### src/design/lmcmc_pkg.sv
// Shared constants and types for the LRU multi-cache miss counter.
// No dependencies; used by the interfaces, the stack cells and the top level.
package lmcmc_pkg;

	localparam int NUM_CACHES_DEF = 4;
	localparam int MAX_LINES_DEF  = 64;
	localparam int ADDR_BITS_DEF  = 24;

	// counter slots on the result port
	localparam int SLOTS      = 4;
	localparam int SLOT_W     = 3;
	localparam int SIZE_W     = 7;
	localparam int NUMC_W     = 3;
	localparam int CNT_W      = 32;
	localparam int REG_IDX_W  = 3;
	localparam int CFG_DATA_W = 7;

	localparam logic [REG_IDX_W-1:0] REG_NUM_CACHES   = 3'd0;
	localparam logic [REG_IDX_W-1:0] REG_CACHE_SIZE_0 = 3'd1;
	localparam logic [REG_IDX_W-1:0] REG_CACHE_SIZE_1 = 3'd2;
	localparam logic [REG_IDX_W-1:0] REG_CACHE_SIZE_2 = 3'd3;
	localparam logic [REG_IDX_W-1:0] REG_CACHE_SIZE_3 = 3'd4;

	localparam logic REQ_ACCESS = 1'b0;
	localparam logic REQ_REPORT = 1'b1;

	localparam logic [NUMC_W-1:0] NUM_CACHES_RST = 3'd4;
	localparam logic [SIZE_W-1:0] CACHE_SIZE_RST = 7'd64;

	// control from the sequencer to the cell row
	typedef struct packed {
		logic encode;   // register the hit position
		logic shift;    // move entries down, insert new address at top
	} stack_ctrl_t;

endpackage

### src/design/lmcmc_if.sv
// Request and result channel interfaces (valid/ready plus payload).
// Depends on lmcmc_pkg.
interface lmcmc_req_if #(
	parameter int ADDR_W = lmcmc_pkg::ADDR_BITS_DEF
);
	logic              valid;
	logic              ready;
	logic              req_type;
	logic [ADDR_W-1:0] address;

	modport source (output valid, output req_type, output address, input ready);
	modport sink   (input valid, input req_type, input address, output ready);
endinterface

interface lmcmc_res_if;
	logic                         valid;
	logic                         ready;
	logic [lmcmc_pkg::SLOTS-1:0]  miss_mask;
	logic [lmcmc_pkg::CNT_W-1:0]  miss_count_0;
	logic [lmcmc_pkg::CNT_W-1:0]  miss_count_1;
	logic [lmcmc_pkg::CNT_W-1:0]  miss_count_2;
	logic [lmcmc_pkg::CNT_W-1:0]  miss_count_3;

	modport source (output valid, output miss_mask, output miss_count_0, output miss_count_1,
		output miss_count_2, output miss_count_3, input ready);
	modport sink   (input valid, input miss_mask, input miss_count_0, input miss_count_1,
		input miss_count_2, input miss_count_3, output ready);
endinterface

### src/design/lmcmc_cell.sv
// One recency stack cell: holds an address and its valid bit,
// compares against the broadcast address and takes its upper neighbor on a shift.
module lmcmc_cell #(
	parameter int ADDR_W = lmcmc_pkg::ADDR_BITS_DEF
) (
	input  logic              clk,
	input  logic              arst_n,
	input  logic              cmp_en,
	input  logic [ADDR_W-1:0] cmp_addr,
	input  logic              shift_en,
	input  logic [ADDR_W-1:0] prev_data,
	input  logic              prev_valid,
	output logic [ADDR_W-1:0] data,
	output logic              valid,
	output logic              match
);
	logic [ADDR_W-1:0] data_q;
	logic              valid_q;
	logic              match_q;

	always_ff @(posedge clk) begin
		if (shift_en) begin
			data_q <= prev_data;
		end
	end

	always_ff @(posedge clk or negedge arst_n) begin
		if (!arst_n) begin
			valid_q <= 1'b0;
			match_q <= 1'b0;
		end else begin
			if (shift_en) begin
				valid_q <= prev_valid;
			end
			if (cmp_en) begin
				match_q <= valid_q && (data_q == cmp_addr);
			end
		end
	end

	assign data  = data_q;
	assign valid = valid_q;
	assign match = match_q;
endmodule

### src/design/lmcmc_stack.sv
// Recency stack: a row of lmcmc_cell, most recent address in cell 0.
// Depends on lmcmc_pkg and lmcmc_cell.
module lmcmc_stack #(
	parameter int MAX_LINES = lmcmc_pkg::MAX_LINES_DEF,
	parameter int ADDR_W    = lmcmc_pkg::ADDR_BITS_DEF,
	localparam int POS_W    = (MAX_LINES > 1) ? $clog2(MAX_LINES) : 1
) (
	input  logic                   clk,
	input  logic                   arst_n,
	input  lmcmc_pkg::stack_ctrl_t ctrl,
	input  logic                   cmp_en,
	input  logic [ADDR_W-1:0]      cmp_addr,
	input  logic [ADDR_W-1:0]      new_addr,
	output logic                   found,
	output logic [POS_W-1:0]       pos,
	output logic [MAX_LINES-1:0]   match_vec,
	output logic [MAX_LINES-1:0]   valid_vec
);
	import lmcmc_pkg::*;

	logic [ADDR_W-1:0]    data_w [MAX_LINES];
	logic [MAX_LINES-1:0] shift_w;
	logic                 found_c;
	logic [POS_W-1:0]     pos_c;
	logic                 found_q;
	logic [POS_W-1:0]     pos_q;

	for (genvar j = 0; j < MAX_LINES; j++) begin : g_cell
		logic [ADDR_W-1:0] prev_d;
		logic              prev_v;

		if (j == 0) begin : g_top
			assign prev_d = new_addr;
			assign prev_v = 1'b1;
		end else begin : g_mid
			assign prev_d = data_w[j-1];
			assign prev_v = valid_vec[j-1];
		end

		// on a hit only the cells up to the hit position move down
		assign shift_w[j] = ctrl.shift && (!found_q || (POS_W'(j) <= pos_q));

		lmcmc_cell #(.ADDR_W(ADDR_W)) u_cell (
			.clk        (clk),
			.arst_n     (arst_n),
			.cmp_en     (cmp_en),
			.cmp_addr   (cmp_addr),
			.shift_en   (shift_w[j]),
			.prev_data  (prev_d),
			.prev_valid (prev_v),
			.data       (data_w[j]),
			.valid      (valid_vec[j]),
			.match      (match_vec[j])
		);
	end

	// stored addresses are distinct, so at most one match: OR-encode it
	always_comb begin
		found_c = 1'b0;
		pos_c   = '0;
		for (int j = 0; j < MAX_LINES; j++) begin
			found_c = found_c | match_vec[j];
			pos_c   = pos_c | (match_vec[j] ? POS_W'(j) : '0);
		end
	end

	always_ff @(posedge clk or negedge arst_n) begin
		if (!arst_n) begin
			found_q <= 1'b0;
			pos_q   <= '0;
		end else if (ctrl.encode) begin
			found_q <= found_c;
			pos_q   <= pos_c;
		end
	end

	assign found = found_q;
	assign pos   = pos_q;
endmodule

### src/design/lru_multi_cache_miss_counter_core.sv
// LRU multi-cache miss counter, top level: sequencer, config, miss counters, result register.
// An access is compared at acceptance, then its hit position is encoded, then the stack
// shifts and the counters update; a report goes straight to the update step. A request is
// taken only when idle; a result waits in its output register while the next request runs.
// Reset (arst_n low): stack valid bits, miss counters and control clear, config returns to
// num_caches 4 and all sizes 64. No clearing pass; ready right after reset.
module lru_multi_cache_miss_counter_core #(
	parameter int NUM_CACHES = lmcmc_pkg::NUM_CACHES_DEF,
	parameter int MAX_LINES  = lmcmc_pkg::MAX_LINES_DEF,
	parameter int ADDR_BITS  = lmcmc_pkg::ADDR_BITS_DEF
) (
	input  logic                               clk,
	input  logic                               arst_n,
	input  logic                               cfg_we,
	input  logic [lmcmc_pkg::REG_IDX_W-1:0]    cfg_index,
	input  logic [lmcmc_pkg::CFG_DATA_W-1:0]   cfg_wdata,
	lmcmc_req_if.sink                          req,
	lmcmc_res_if.source                        res
);
	import lmcmc_pkg::*;

	localparam int POS_W   = (MAX_LINES > 1) ? $clog2(MAX_LINES) : 1;
	localparam int CMP_W   = (POS_W > SIZE_W) ? POS_W : SIZE_W;
	localparam int MAX_ACT = (NUM_CACHES < SLOTS) ? NUM_CACHES : SLOTS;

	typedef enum logic [1:0] {S_IDLE, S_ENC, S_UPD} state_t;

	state_t                state_q;
	logic                  type_q;
	logic [ADDR_BITS-1:0]  addr_q;
	logic [NUMC_W-1:0]     num_caches_q;
	logic [SIZE_W-1:0]     size_q [SLOTS];
	logic [CNT_W-1:0]      cnt_q [SLOTS];
	logic [CNT_W-1:0]      cnt_nx [SLOTS];
	logic [CNT_W-1:0]      cnt_out [SLOTS];
	logic [CNT_W-1:0]      out_cnt_q [SLOTS];
	logic [SLOTS-1:0]      mask_c;
	logic [SLOTS-1:0]      out_mask_q;
	logic                  out_valid_q;
	logic [NUMC_W-1:0]     n_act;
	logic                  req_acc;
	logic                  upd_go;
	stack_ctrl_t           sctrl;
	logic                  found;
	logic [POS_W-1:0]      pos;
	logic [MAX_LINES-1:0]  match_vec;
	logic [MAX_LINES-1:0]  valid_vec;

	assign req.ready = (state_q == S_IDLE);
	assign req_acc   = req.valid && req.ready;
	assign upd_go    = (state_q == S_UPD) && (!out_valid_q || res.ready);
	assign n_act     = (num_caches_q > NUMC_W'(MAX_ACT)) ? NUMC_W'(MAX_ACT) : num_caches_q;

	assign sctrl.encode = (state_q == S_ENC);
	assign sctrl.shift  = upd_go && (type_q == REQ_ACCESS);

	lmcmc_stack #(.MAX_LINES(MAX_LINES), .ADDR_W(ADDR_BITS)) u_stack (
		.clk       (clk),
		.arst_n    (arst_n),
		.ctrl      (sctrl),
		.cmp_en    (req_acc && (req.req_type == REQ_ACCESS)),
		.cmp_addr  (req.address),
		.new_addr  (addr_q),
		.found     (found),
		.pos       (pos),
		.match_vec (match_vec),
		.valid_vec (valid_vec)
	);

	// cache i hits when the address sits above its capacity in the stack
	always_comb begin
		for (int i = 0; i < SLOTS; i++) begin
			logic act;
			logic miss;
			act  = (NUMC_W'(i) < n_act);
			miss = act && !(found && (CMP_W'(pos) < CMP_W'(size_q[i])));
			if (type_q == REQ_REPORT) begin
				mask_c[i]  = 1'b0;
				cnt_nx[i]  = '0;
				cnt_out[i] = act ? cnt_q[i] : '0;
			end else begin
				mask_c[i]  = miss;
				cnt_nx[i]  = (miss && (cnt_q[i] != '1)) ? cnt_q[i] + CNT_W'(1) : cnt_q[i];
				cnt_out[i] = act ? cnt_nx[i] : '0;
			end
		end
	end

	always_ff @(posedge clk) begin
		if (req_acc) begin
			addr_q <= req.address;
		end
		if (upd_go) begin
			out_mask_q <= mask_c;
			for (int i = 0; i < SLOTS; i++) begin
				out_cnt_q[i] <= cnt_out[i];
			end
		end
	end

	always_ff @(posedge clk or negedge arst_n) begin
		if (!arst_n) begin
			state_q      <= S_IDLE;
			type_q       <= REQ_ACCESS;
			out_valid_q  <= 1'b0;
			num_caches_q <= NUM_CACHES_RST;
			for (int i = 0; i < SLOTS; i++) begin
				size_q[i] <= CACHE_SIZE_RST;
				cnt_q[i]  <= '0;
			end
		end else begin
			if (cfg_we) begin
				case (cfg_index)
					REG_NUM_CACHES:   num_caches_q <= cfg_wdata[NUMC_W-1:0];
					REG_CACHE_SIZE_0: size_q[0] <= cfg_wdata;
					REG_CACHE_SIZE_1: size_q[1] <= cfg_wdata;
					REG_CACHE_SIZE_2: size_q[2] <= cfg_wdata;
					REG_CACHE_SIZE_3: size_q[3] <= cfg_wdata;
					default: ;
				endcase
			end

			case (state_q)
				S_IDLE: begin
					if (req_acc) begin
						type_q  <= req.req_type;
						state_q <= (req.req_type == REQ_REPORT) ? S_UPD : S_ENC;
					end
				end
				S_ENC: begin
					state_q <= S_UPD;
				end
				S_UPD: begin
					if (upd_go) begin
						state_q <= S_IDLE;
						for (int i = 0; i < SLOTS; i++) begin
							cnt_q[i] <= cnt_nx[i];
						end
					end
				end
				default: state_q <= S_IDLE;
			endcase

			if (upd_go) begin
				out_valid_q <= 1'b1;
			end else if (res.ready) begin
				out_valid_q <= 1'b0;
			end
		end
	end

	assign res.valid        = out_valid_q;
	assign res.miss_mask    = out_mask_q;
	assign res.miss_count_0 = out_cnt_q[0];
	assign res.miss_count_1 = out_cnt_q[1];
	assign res.miss_count_2 = out_cnt_q[2];
	assign res.miss_count_3 = out_cnt_q[3];

	// stored addresses stay distinct
	a_match_unique: assert property (@(posedge clk) disable iff (!arst_n)
		$onehot0(match_vec))
		else $error("more than one stack cell matched");

	// valid entries form a contiguous run from the top of the stack
	a_valid_contig: assert property (@(posedge clk) disable iff (!arst_n)
		((valid_vec & (valid_vec + MAX_LINES'(1))) == '0))
		else $error("stack valid bits not contiguous");

	// a new result is loaded only from the update step
	a_res_from_upd: assert property (@(posedge clk) disable iff (!arst_n)
		$rose(out_valid_q) |-> $past(state_q == S_UPD))
		else $error("result loaded outside update step");

	// a report never flags a miss
	a_report_mask: assert property (@(posedge clk) disable iff (!arst_n)
		(upd_go && (type_q == REQ_REPORT)) |=> (out_mask_q == '0))
		else $error("report result carries a miss mask");
endmodule
### src/flat_wrapper.sv
// flat-port wrapper written by rule: the top's interface ports become plain ports
module lru_multi_cache_miss_counter_core_flat import lmcmc_pkg::*;
#(
	parameter int NUM_CACHES = lmcmc_pkg::NUM_CACHES_DEF,
	parameter int MAX_LINES  = lmcmc_pkg::MAX_LINES_DEF,
	parameter int ADDR_BITS  = lmcmc_pkg::ADDR_BITS_DEF
)
  (clk, arst_n, cfg_we, cfg_index, cfg_wdata, req_valid, req_req_type, req_address, req_ready, res_valid, res_miss_mask, res_miss_count_0, res_miss_count_1, res_miss_count_2, res_miss_count_3, res_ready);
  lmcmc_req_if req_i ();
  lmcmc_res_if res_i ();
  input  logic clk;
  input  logic arst_n;
  input  logic cfg_we;
  input  logic [lmcmc_pkg::REG_IDX_W-1:0] cfg_index;
  input  logic [lmcmc_pkg::CFG_DATA_W-1:0] cfg_wdata;
  input wire logic [$bits(req_i.valid)-1:0] req_valid;
  input wire logic [$bits(req_i.req_type)-1:0] req_req_type;
  input wire logic [$bits(req_i.address)-1:0] req_address;
  output wire logic [$bits(req_i.ready)-1:0] req_ready;
  output wire logic [$bits(res_i.valid)-1:0] res_valid;
  output wire logic [$bits(res_i.miss_mask)-1:0] res_miss_mask;
  output wire logic [$bits(res_i.miss_count_0)-1:0] res_miss_count_0;
  output wire logic [$bits(res_i.miss_count_1)-1:0] res_miss_count_1;
  output wire logic [$bits(res_i.miss_count_2)-1:0] res_miss_count_2;
  output wire logic [$bits(res_i.miss_count_3)-1:0] res_miss_count_3;
  input wire logic [$bits(res_i.ready)-1:0] res_ready;
  assign req_i.valid = req_valid;
  assign req_i.req_type = req_req_type;
  assign req_i.address = req_address;
  assign req_ready = req_i.ready;
  assign res_valid = res_i.valid;
  assign res_miss_mask = res_i.miss_mask;
  assign res_miss_count_0 = res_i.miss_count_0;
  assign res_miss_count_1 = res_i.miss_count_1;
  assign res_miss_count_2 = res_i.miss_count_2;
  assign res_miss_count_3 = res_i.miss_count_3;
  assign res_i.ready = res_ready;
  lru_multi_cache_miss_counter_core #(.NUM_CACHES(NUM_CACHES), .MAX_LINES(MAX_LINES), .ADDR_BITS(ADDR_BITS)) u_core (.clk(clk), .arst_n(arst_n), .cfg_we(cfg_we), .cfg_index(cfg_index), .cfg_wdata(cfg_wdata), .req(req_i), .res(res_i));
endmodule
### config.mk
export PLATFORM = sky130hd
export DESIGN_NAME = lru_multi_cache_miss_counter_core_flat
export DESIGN_NICKNAME = d
export VERILOG_FILES = /design/src/design/lmcmc_pkg.sv /design/src/design/lmcmc_if.sv /design/src/design/lmcmc_cell.sv /design/src/design/lmcmc_stack.sv /design/src/design/lru_multi_cache_miss_counter_core.sv /design/src/flat_wrapper.sv
export SDC_FILE = /design/constraint.sdc
export NUM_CORES = 2
export LEC_CHECK = 0
export BUFFER_PORTS_ARGS = -buffer_cell sky130_fd_sc_hd__buf_2
export CAP_MARGIN = 10
export CELL_PAD_IN_SITES_DETAIL_PLACEMENT = 2
export CELL_PAD_IN_SITES_GLOBAL_PLACEMENT = 2
export CORE_UTILIZATION = 38
export DETAILED_ROUTE_END_ITERATION = 12
export HOLD_SLACK_MARGIN = 0.06
export PLACE_DENSITY = 0.68
export SETUP_SLACK_MARGIN = 0.5
export SYNTH_ARGS = -nofsm -noshare
export SYNTH_HDL_FRONTEND = slang
export SYNTH_HIERARCHICAL = 1
export SYNTH_SLANG_ARGS = --single-unit
### constraint.sdc
create_clock -name clk -period 10.1 [get_ports clk]
set_input_delay 1.01 -clock clk [delete_from_list [all_inputs] [get_ports clk]]
set_output_delay 1.01 -clock clk [all_outputs]
set_load 0.01 [all_outputs]
After elaboration in Yosys (flattened, before gate mapping)
Memory sizes are Yosys's and may differ from the RTL's.
Index checks and enable logic that the tools add are counted.
{"block": "totals", "ramBits": 128, "word_cells": 807, "out_inout_bits": 134, "regBits": 1862, "mem_count": 1, "inputBits": 40}
{"name": "u_core.out_cnt_q", "words": 4, "width": 32, "read_ports": 4, "rd_ports_with_merged_regs": 0, "write_ports": 4, "line_no": "lru_multi_cache_miss_counter_core.sv:36", "rtl": "logic [CNT_W-1:0] out_cnt_q [SLOTS];"}
{"block": "op_classes", "eq_ne": 76, "bitwise_logic": 127, "magnitude_cmp": 73, "mux": 92, "addsub": 4, "reduce_logical": 226}
{"operator": "equality test 24 bit", "count": 64}
{"operator": "2-to-1 mux 32 bit", "count": 20}
{"operator": "less-or-equal comparator 6 bit, first input constant", "count": 32}
{"operator": "2-to-1 mux 6 bit", "count": 32}
{"operator": "bitwise OR 6 bit", "count": 31}
{"operator": "logical AND 1 bit", "count": 144}
{"operator": "adder 32 x 1 -> 32 bit, second input constant", "count": 4}
{"operator": "!= test 32 bit, second input constant", "count": 4}
{"operator": "less-or-equal comparator 5 x 6 -> 1 bit, first input constant", "count": 16}
{"operator": "2-to-1 mux 5 bit", "count": 16}
{"operator": "bitwise OR 5 bit", "count": 15}
{"operator": "logical OR 1 bit", "count": 65}
{"operator": "bitwise OR 1 bit", "count": 63}
{"operator": "less-or-equal comparator 4 x 6 -> 1 bit, first input constant", "count": 8}
{"operator": "2-to-1 mux 4 bit", "count": 8}
{"operator": "< comparator 6 x 7 -> 1 bit", "count": 4}
{"operator": "bitwise OR 4 bit", "count": 7}
{"operator": "less-or-equal comparator 3 x 6 -> 1 bit, first input constant", "count": 4}
{"operator": "AND reduction 2 bit", "count": 8}
{"operator": "2-to-1 mux 3 bit", "count": 5}
{"operator": "less-or-equal comparator 1 x 6 -> 1 bit, first input constant", "count": 2}
{"operator": "less-or-equal comparator 2 x 6 -> 1 bit, first input constant", "count": 2}
{"operator": "2-to-1 mux 2 bit", "count": 5}
{"operator": "bitwise OR 3 bit", "count": 3}
{"operator": "23 further kinds", "count": 36}

Logic depth before layout (Yosys ltp)
{"block": "logic_depth", "word_depth": 63, "depth_mapped": 11, "ltp_nobuf": 10}

By module
Netlist, hierarchy kept.
{"mod": "lmcmc_cell", "instances": 64, "area_each_um2": 1062.3, "cells_each": 62, "seq_area_each_um2": 770.7}
{"mod": "lru_multi_cache_miss_counter_core", "instances": 1, "area_each_um2": 17561.8, "cells_each": 1808, "seq_area_each_um2": 8769.7}
{"mod": "lmcmc_stack", "instances": 1, "area_each_um2": 1893.1, "cells_each": 309, "seq_area_each_um2": 175.2}

Worst setup path before layout
Ideal clock, no wire load.
{"block": "synth_timing", "kind": "input-to-reg", "from": "in req_valid", "to": "reg u_core.u_stack.g_cell[0].u_cell.match_q", "cell_stages": 5, "path_buffers": 0, "setup_ps": 124, "arrival_ps": 7452, "slack_ps": 2524, "path_cell_list": "nand2_1 > nor2_1 > nand3_1 > or4_1 > o22ai_2"}
{"block": "synth_via", "elab_chain_len": 2}
{"element": "start, declared", "line_no": "flat_wrapper.sv:16", "rtl": "input wire logic [$bits(req_i.valid)-1:0] req_valid;"}
{"element": "logical AND 1 bit", "line_no": "lru_multi_cache_miss_counter_core.sv:50", "rtl": "assign req_acc = req.valid && req.ready;"}
{"element": "logical AND 1 bit", "line_no": "lru_multi_cache_miss_counter_core.sv:61", "rtl": ".cmp_en (req_acc && (req.req_type == REQ_ACCESS)),"}
{"element": "end signal, assigned", "line_no": "lmcmc_cell.sv:36", "rtl": "match_q <= valid_q && (data_q == cmp_addr);"}
{"element": "end, declared", "line_no": "lmcmc_cell.sv:19", "rtl": "logic match_q;"}
Every way passes these cells.
A chain may end at the register's enable or synchronous reset.

==> metrics.md <==
| Metric | Value |
|---|---|
| Global-route wire length before repair | 405000 um |
| Met3 usage | 2.83% |
| CP endpoint kind | register |
| Worst Path Max Fanout | 45 |
| Utilization after layout | 43.8% |
| Layout cells sized above 1 | 13.5% |
| Setup Buffers After CTS | 0 |
| Worst rel slew slack | 20.2% |
| M2 GR Usage | 41.6% |
| Maxcap violations | 0 |
| Final routed DRC violation total | 0 |
| Resized Gates After CTS | 0 |
| Worst R2R End | u_core/u_stack/g_cell[61].u_cell/valid |
| Routability Congestion | 0.822 |
| Die H | 480 um |
| Initial Utilization | 38.2% |
| Highest-count cells in the layout ignoring fill and taps | edfxtp_1, xnor2_1, xor2_1 |
| Slowest CP cell | a22o_1 |
| Antenna-violating nets left | 0 |
| Worst hold slack | 0.0943 ns |
| Met1 GRT Util | 30.7% |
| FF-to-FF setup slack | 5.40 ns |
| HP Class | in -> async |
| H-tree levels | 4 |
| Slowest cell delay on critical path | 0.96 ns |
| Top-Level Pins | 174 |
| Critical Path AT | 5.45 ns |
| Setup CP Type | reg -> reg |
| R2r startpoint | u_core/state_q[1] |
| Pwr dens | 234 mW/mm^2 |
| Synth Net Count | 6086 |
| Row count | 175 |
| Grt total ovfl | 0 |
| Final hold vios | 0 |
| Worst Slack Setup Final | 5.40 ns |
| Data required time at the worst endpoint | 10.85 ns |
| Via/cell ratio | 5.62 |
| PortBufs | 173 |
| Leakage | 31.6 nW |
| Die width | 480 um |
| CP Launch Point | u_core/state_q[1] |
| Fin nets | 6436 |
| Max IR drop VDD | 0.000172 V |
| Antenna violations before repair | 8 |
| Clock Latency Late Sink | 0.89 ns |
| Total GRT Usage | 23.6% |
| Vias in the first global route | 58.7k |
| Mean Syn Cell Area | 14.4 sq um |
| Syn. warnings | 6 |
| Sink Count | 1990 |
| Hold-fix buffers, CTS | 0 |
| CP Cell Sequence | nor2b_1 > nand2_4 > inv_6 > nand2_1 > inv_2 > buf_4 > nand3_1 > or3_1 > o21ai_0 > a22o_1 > mux2_2 |
| DIE AREA | 0.231 sq mm |
| F_max | 213 MHz |
| Reg2Reg Depth | 11 |
| Drt initial violations | 3741 |
| Clock transition at path regs | 0.06 ns |
| DR WL/cell | 28.8 um |
| Worst-Margin Slew | 1.20 ns |
| Mapped Area | 0.0870 sq mm |
| Largest net degree at the start of global routing | 96 |
| Grt peak-use layer | met2 |
| Total chip power | 0.0233 W |
| Final min period | 4.70 ns |
| # setup viols final | 0 |
| TritonRoute pass-1 iters | 5 |
| CTS tree | built |
| Placeable core area | 0.227 sq mm |
| Final period util | 46.5% |
| Layout area overhead | 14.6% |
| Setup TNS | 0 ns |
| Pre-CTS WS | 4.81 ns |
| Mapped Cells | 6022 |
| Pins Over Slew Limit | 0 |
| DP HPWL | 181000 um |
| RSZ-0062 raised after global routing | no |
| Crit path to | u_core/u_stack/g_cell[61].u_cell/valid |
| Most common cell after layout, fill and taps aside | edfxtp_1 |
| Final wirelength | 276000 um |
| Status | complete, no violations |
| Clk root buf | clkbuf_16 |
| Max Root-Sink Buffers | 3 |
| Via count | 53.9k |
| Startpoint Class | register |
| Total CTS buffers | 215 |
| Clock Skews | 0.0695 ns |
-- worst min path at each step --
stage	startpoint	endpoint	slack, ns	cells past startpoint
6_report	arst_n	u_core/u_stack/g_cell[0].u_cell/valid	0.09	1
5_1_grt	arst_n	u_core/u_stack/g_cell[0].u_cell/valid	0.10	1
4_1_cts	arst_n	u_core/u_stack/g_cell[0].u_cell/valid	0.07	1
3_5_place_dp	u_core/addr_q[8]	u_core/u_stack/g_cell[0].u_cell/data[8]	0.41	0
3_3_place_gp	u_core/addr_q[8]	u_core/u_stack/g_cell[0].u_cell/data[8]	0.40	0
2_1_floorplan	u_core/addr_q[0]	u_core/u_stack/g_cell[0].u_cell/data[0]	0.40	0
-- critical path, delay by kind of cell, from the launching register on --
| kind | cells | cell delay (ns) |
|---|---|---|
| mux | 1 | 0.43 |
| compound gates | 2 | 1.05 |
| simple gates | 5 | 1.68 |
| flops | 1 | 0.42 |
| buf+inv | 3 | 0.90 |
-- flip-flops by register name, indices dropped and copies added, names as in the netlist --
register and flops:
u_core/u_stack/g_cell.u_cell/match 64, u_core/u_stack/g_cell.u_cell/valid 64, u_core/u_stack/found 1, u_core/num_caches_q 3
u_core/addr_q 24, u_core/state_q 2, u_core/out_cnt_q 128, u_core/cnt_q 128
u_core/size_q 28, u_core/u_stack/g_cell.u_cell/data 1536, u_core/u_stack/pos 6, u_core/res.miss_mask 4
u_core/type_q 1, u_core/res.valid 1
-- layout make-up --
cell class | instances | area (sq um)
fill | 21900 | 128000
sequential | 1990 | 58300
multi-input combinational | 3728 | 27800
clock buffer | 298 | 5950
tap | 3009 | 3760
timing repair buffer | 310 | 2050
clock inverter | 114 | 1330
inverter | 127 | 482
antenna | 5 | 12.5
-- stage by stage --
stage               instance area [sq um]  instances
detailed placement                  92300       9157
global placement                    92300       9157
global route                        99700       9578
finish                              99700       9581
floorplan                           87000       6022
CTS                                 99600       9569
-- layer usage --
metal	part of all wire, %	vias to the layer above
met3	3.7	393
met1	43	29000
li1	-	23300
met2	51	1183
met4	2.4	4
met5	0.0098	-
-- where the power goes --
part | internal, W | switching [W] | total (W)
clock network | 0.00464 | 0.00351 | 0.00814
registers | 0.0102 | 0.000881 | 0.0111
logic | 0.00123 | 0.00284 | 0.00407
Note: power is estimated with default switching activity, not from simulation.
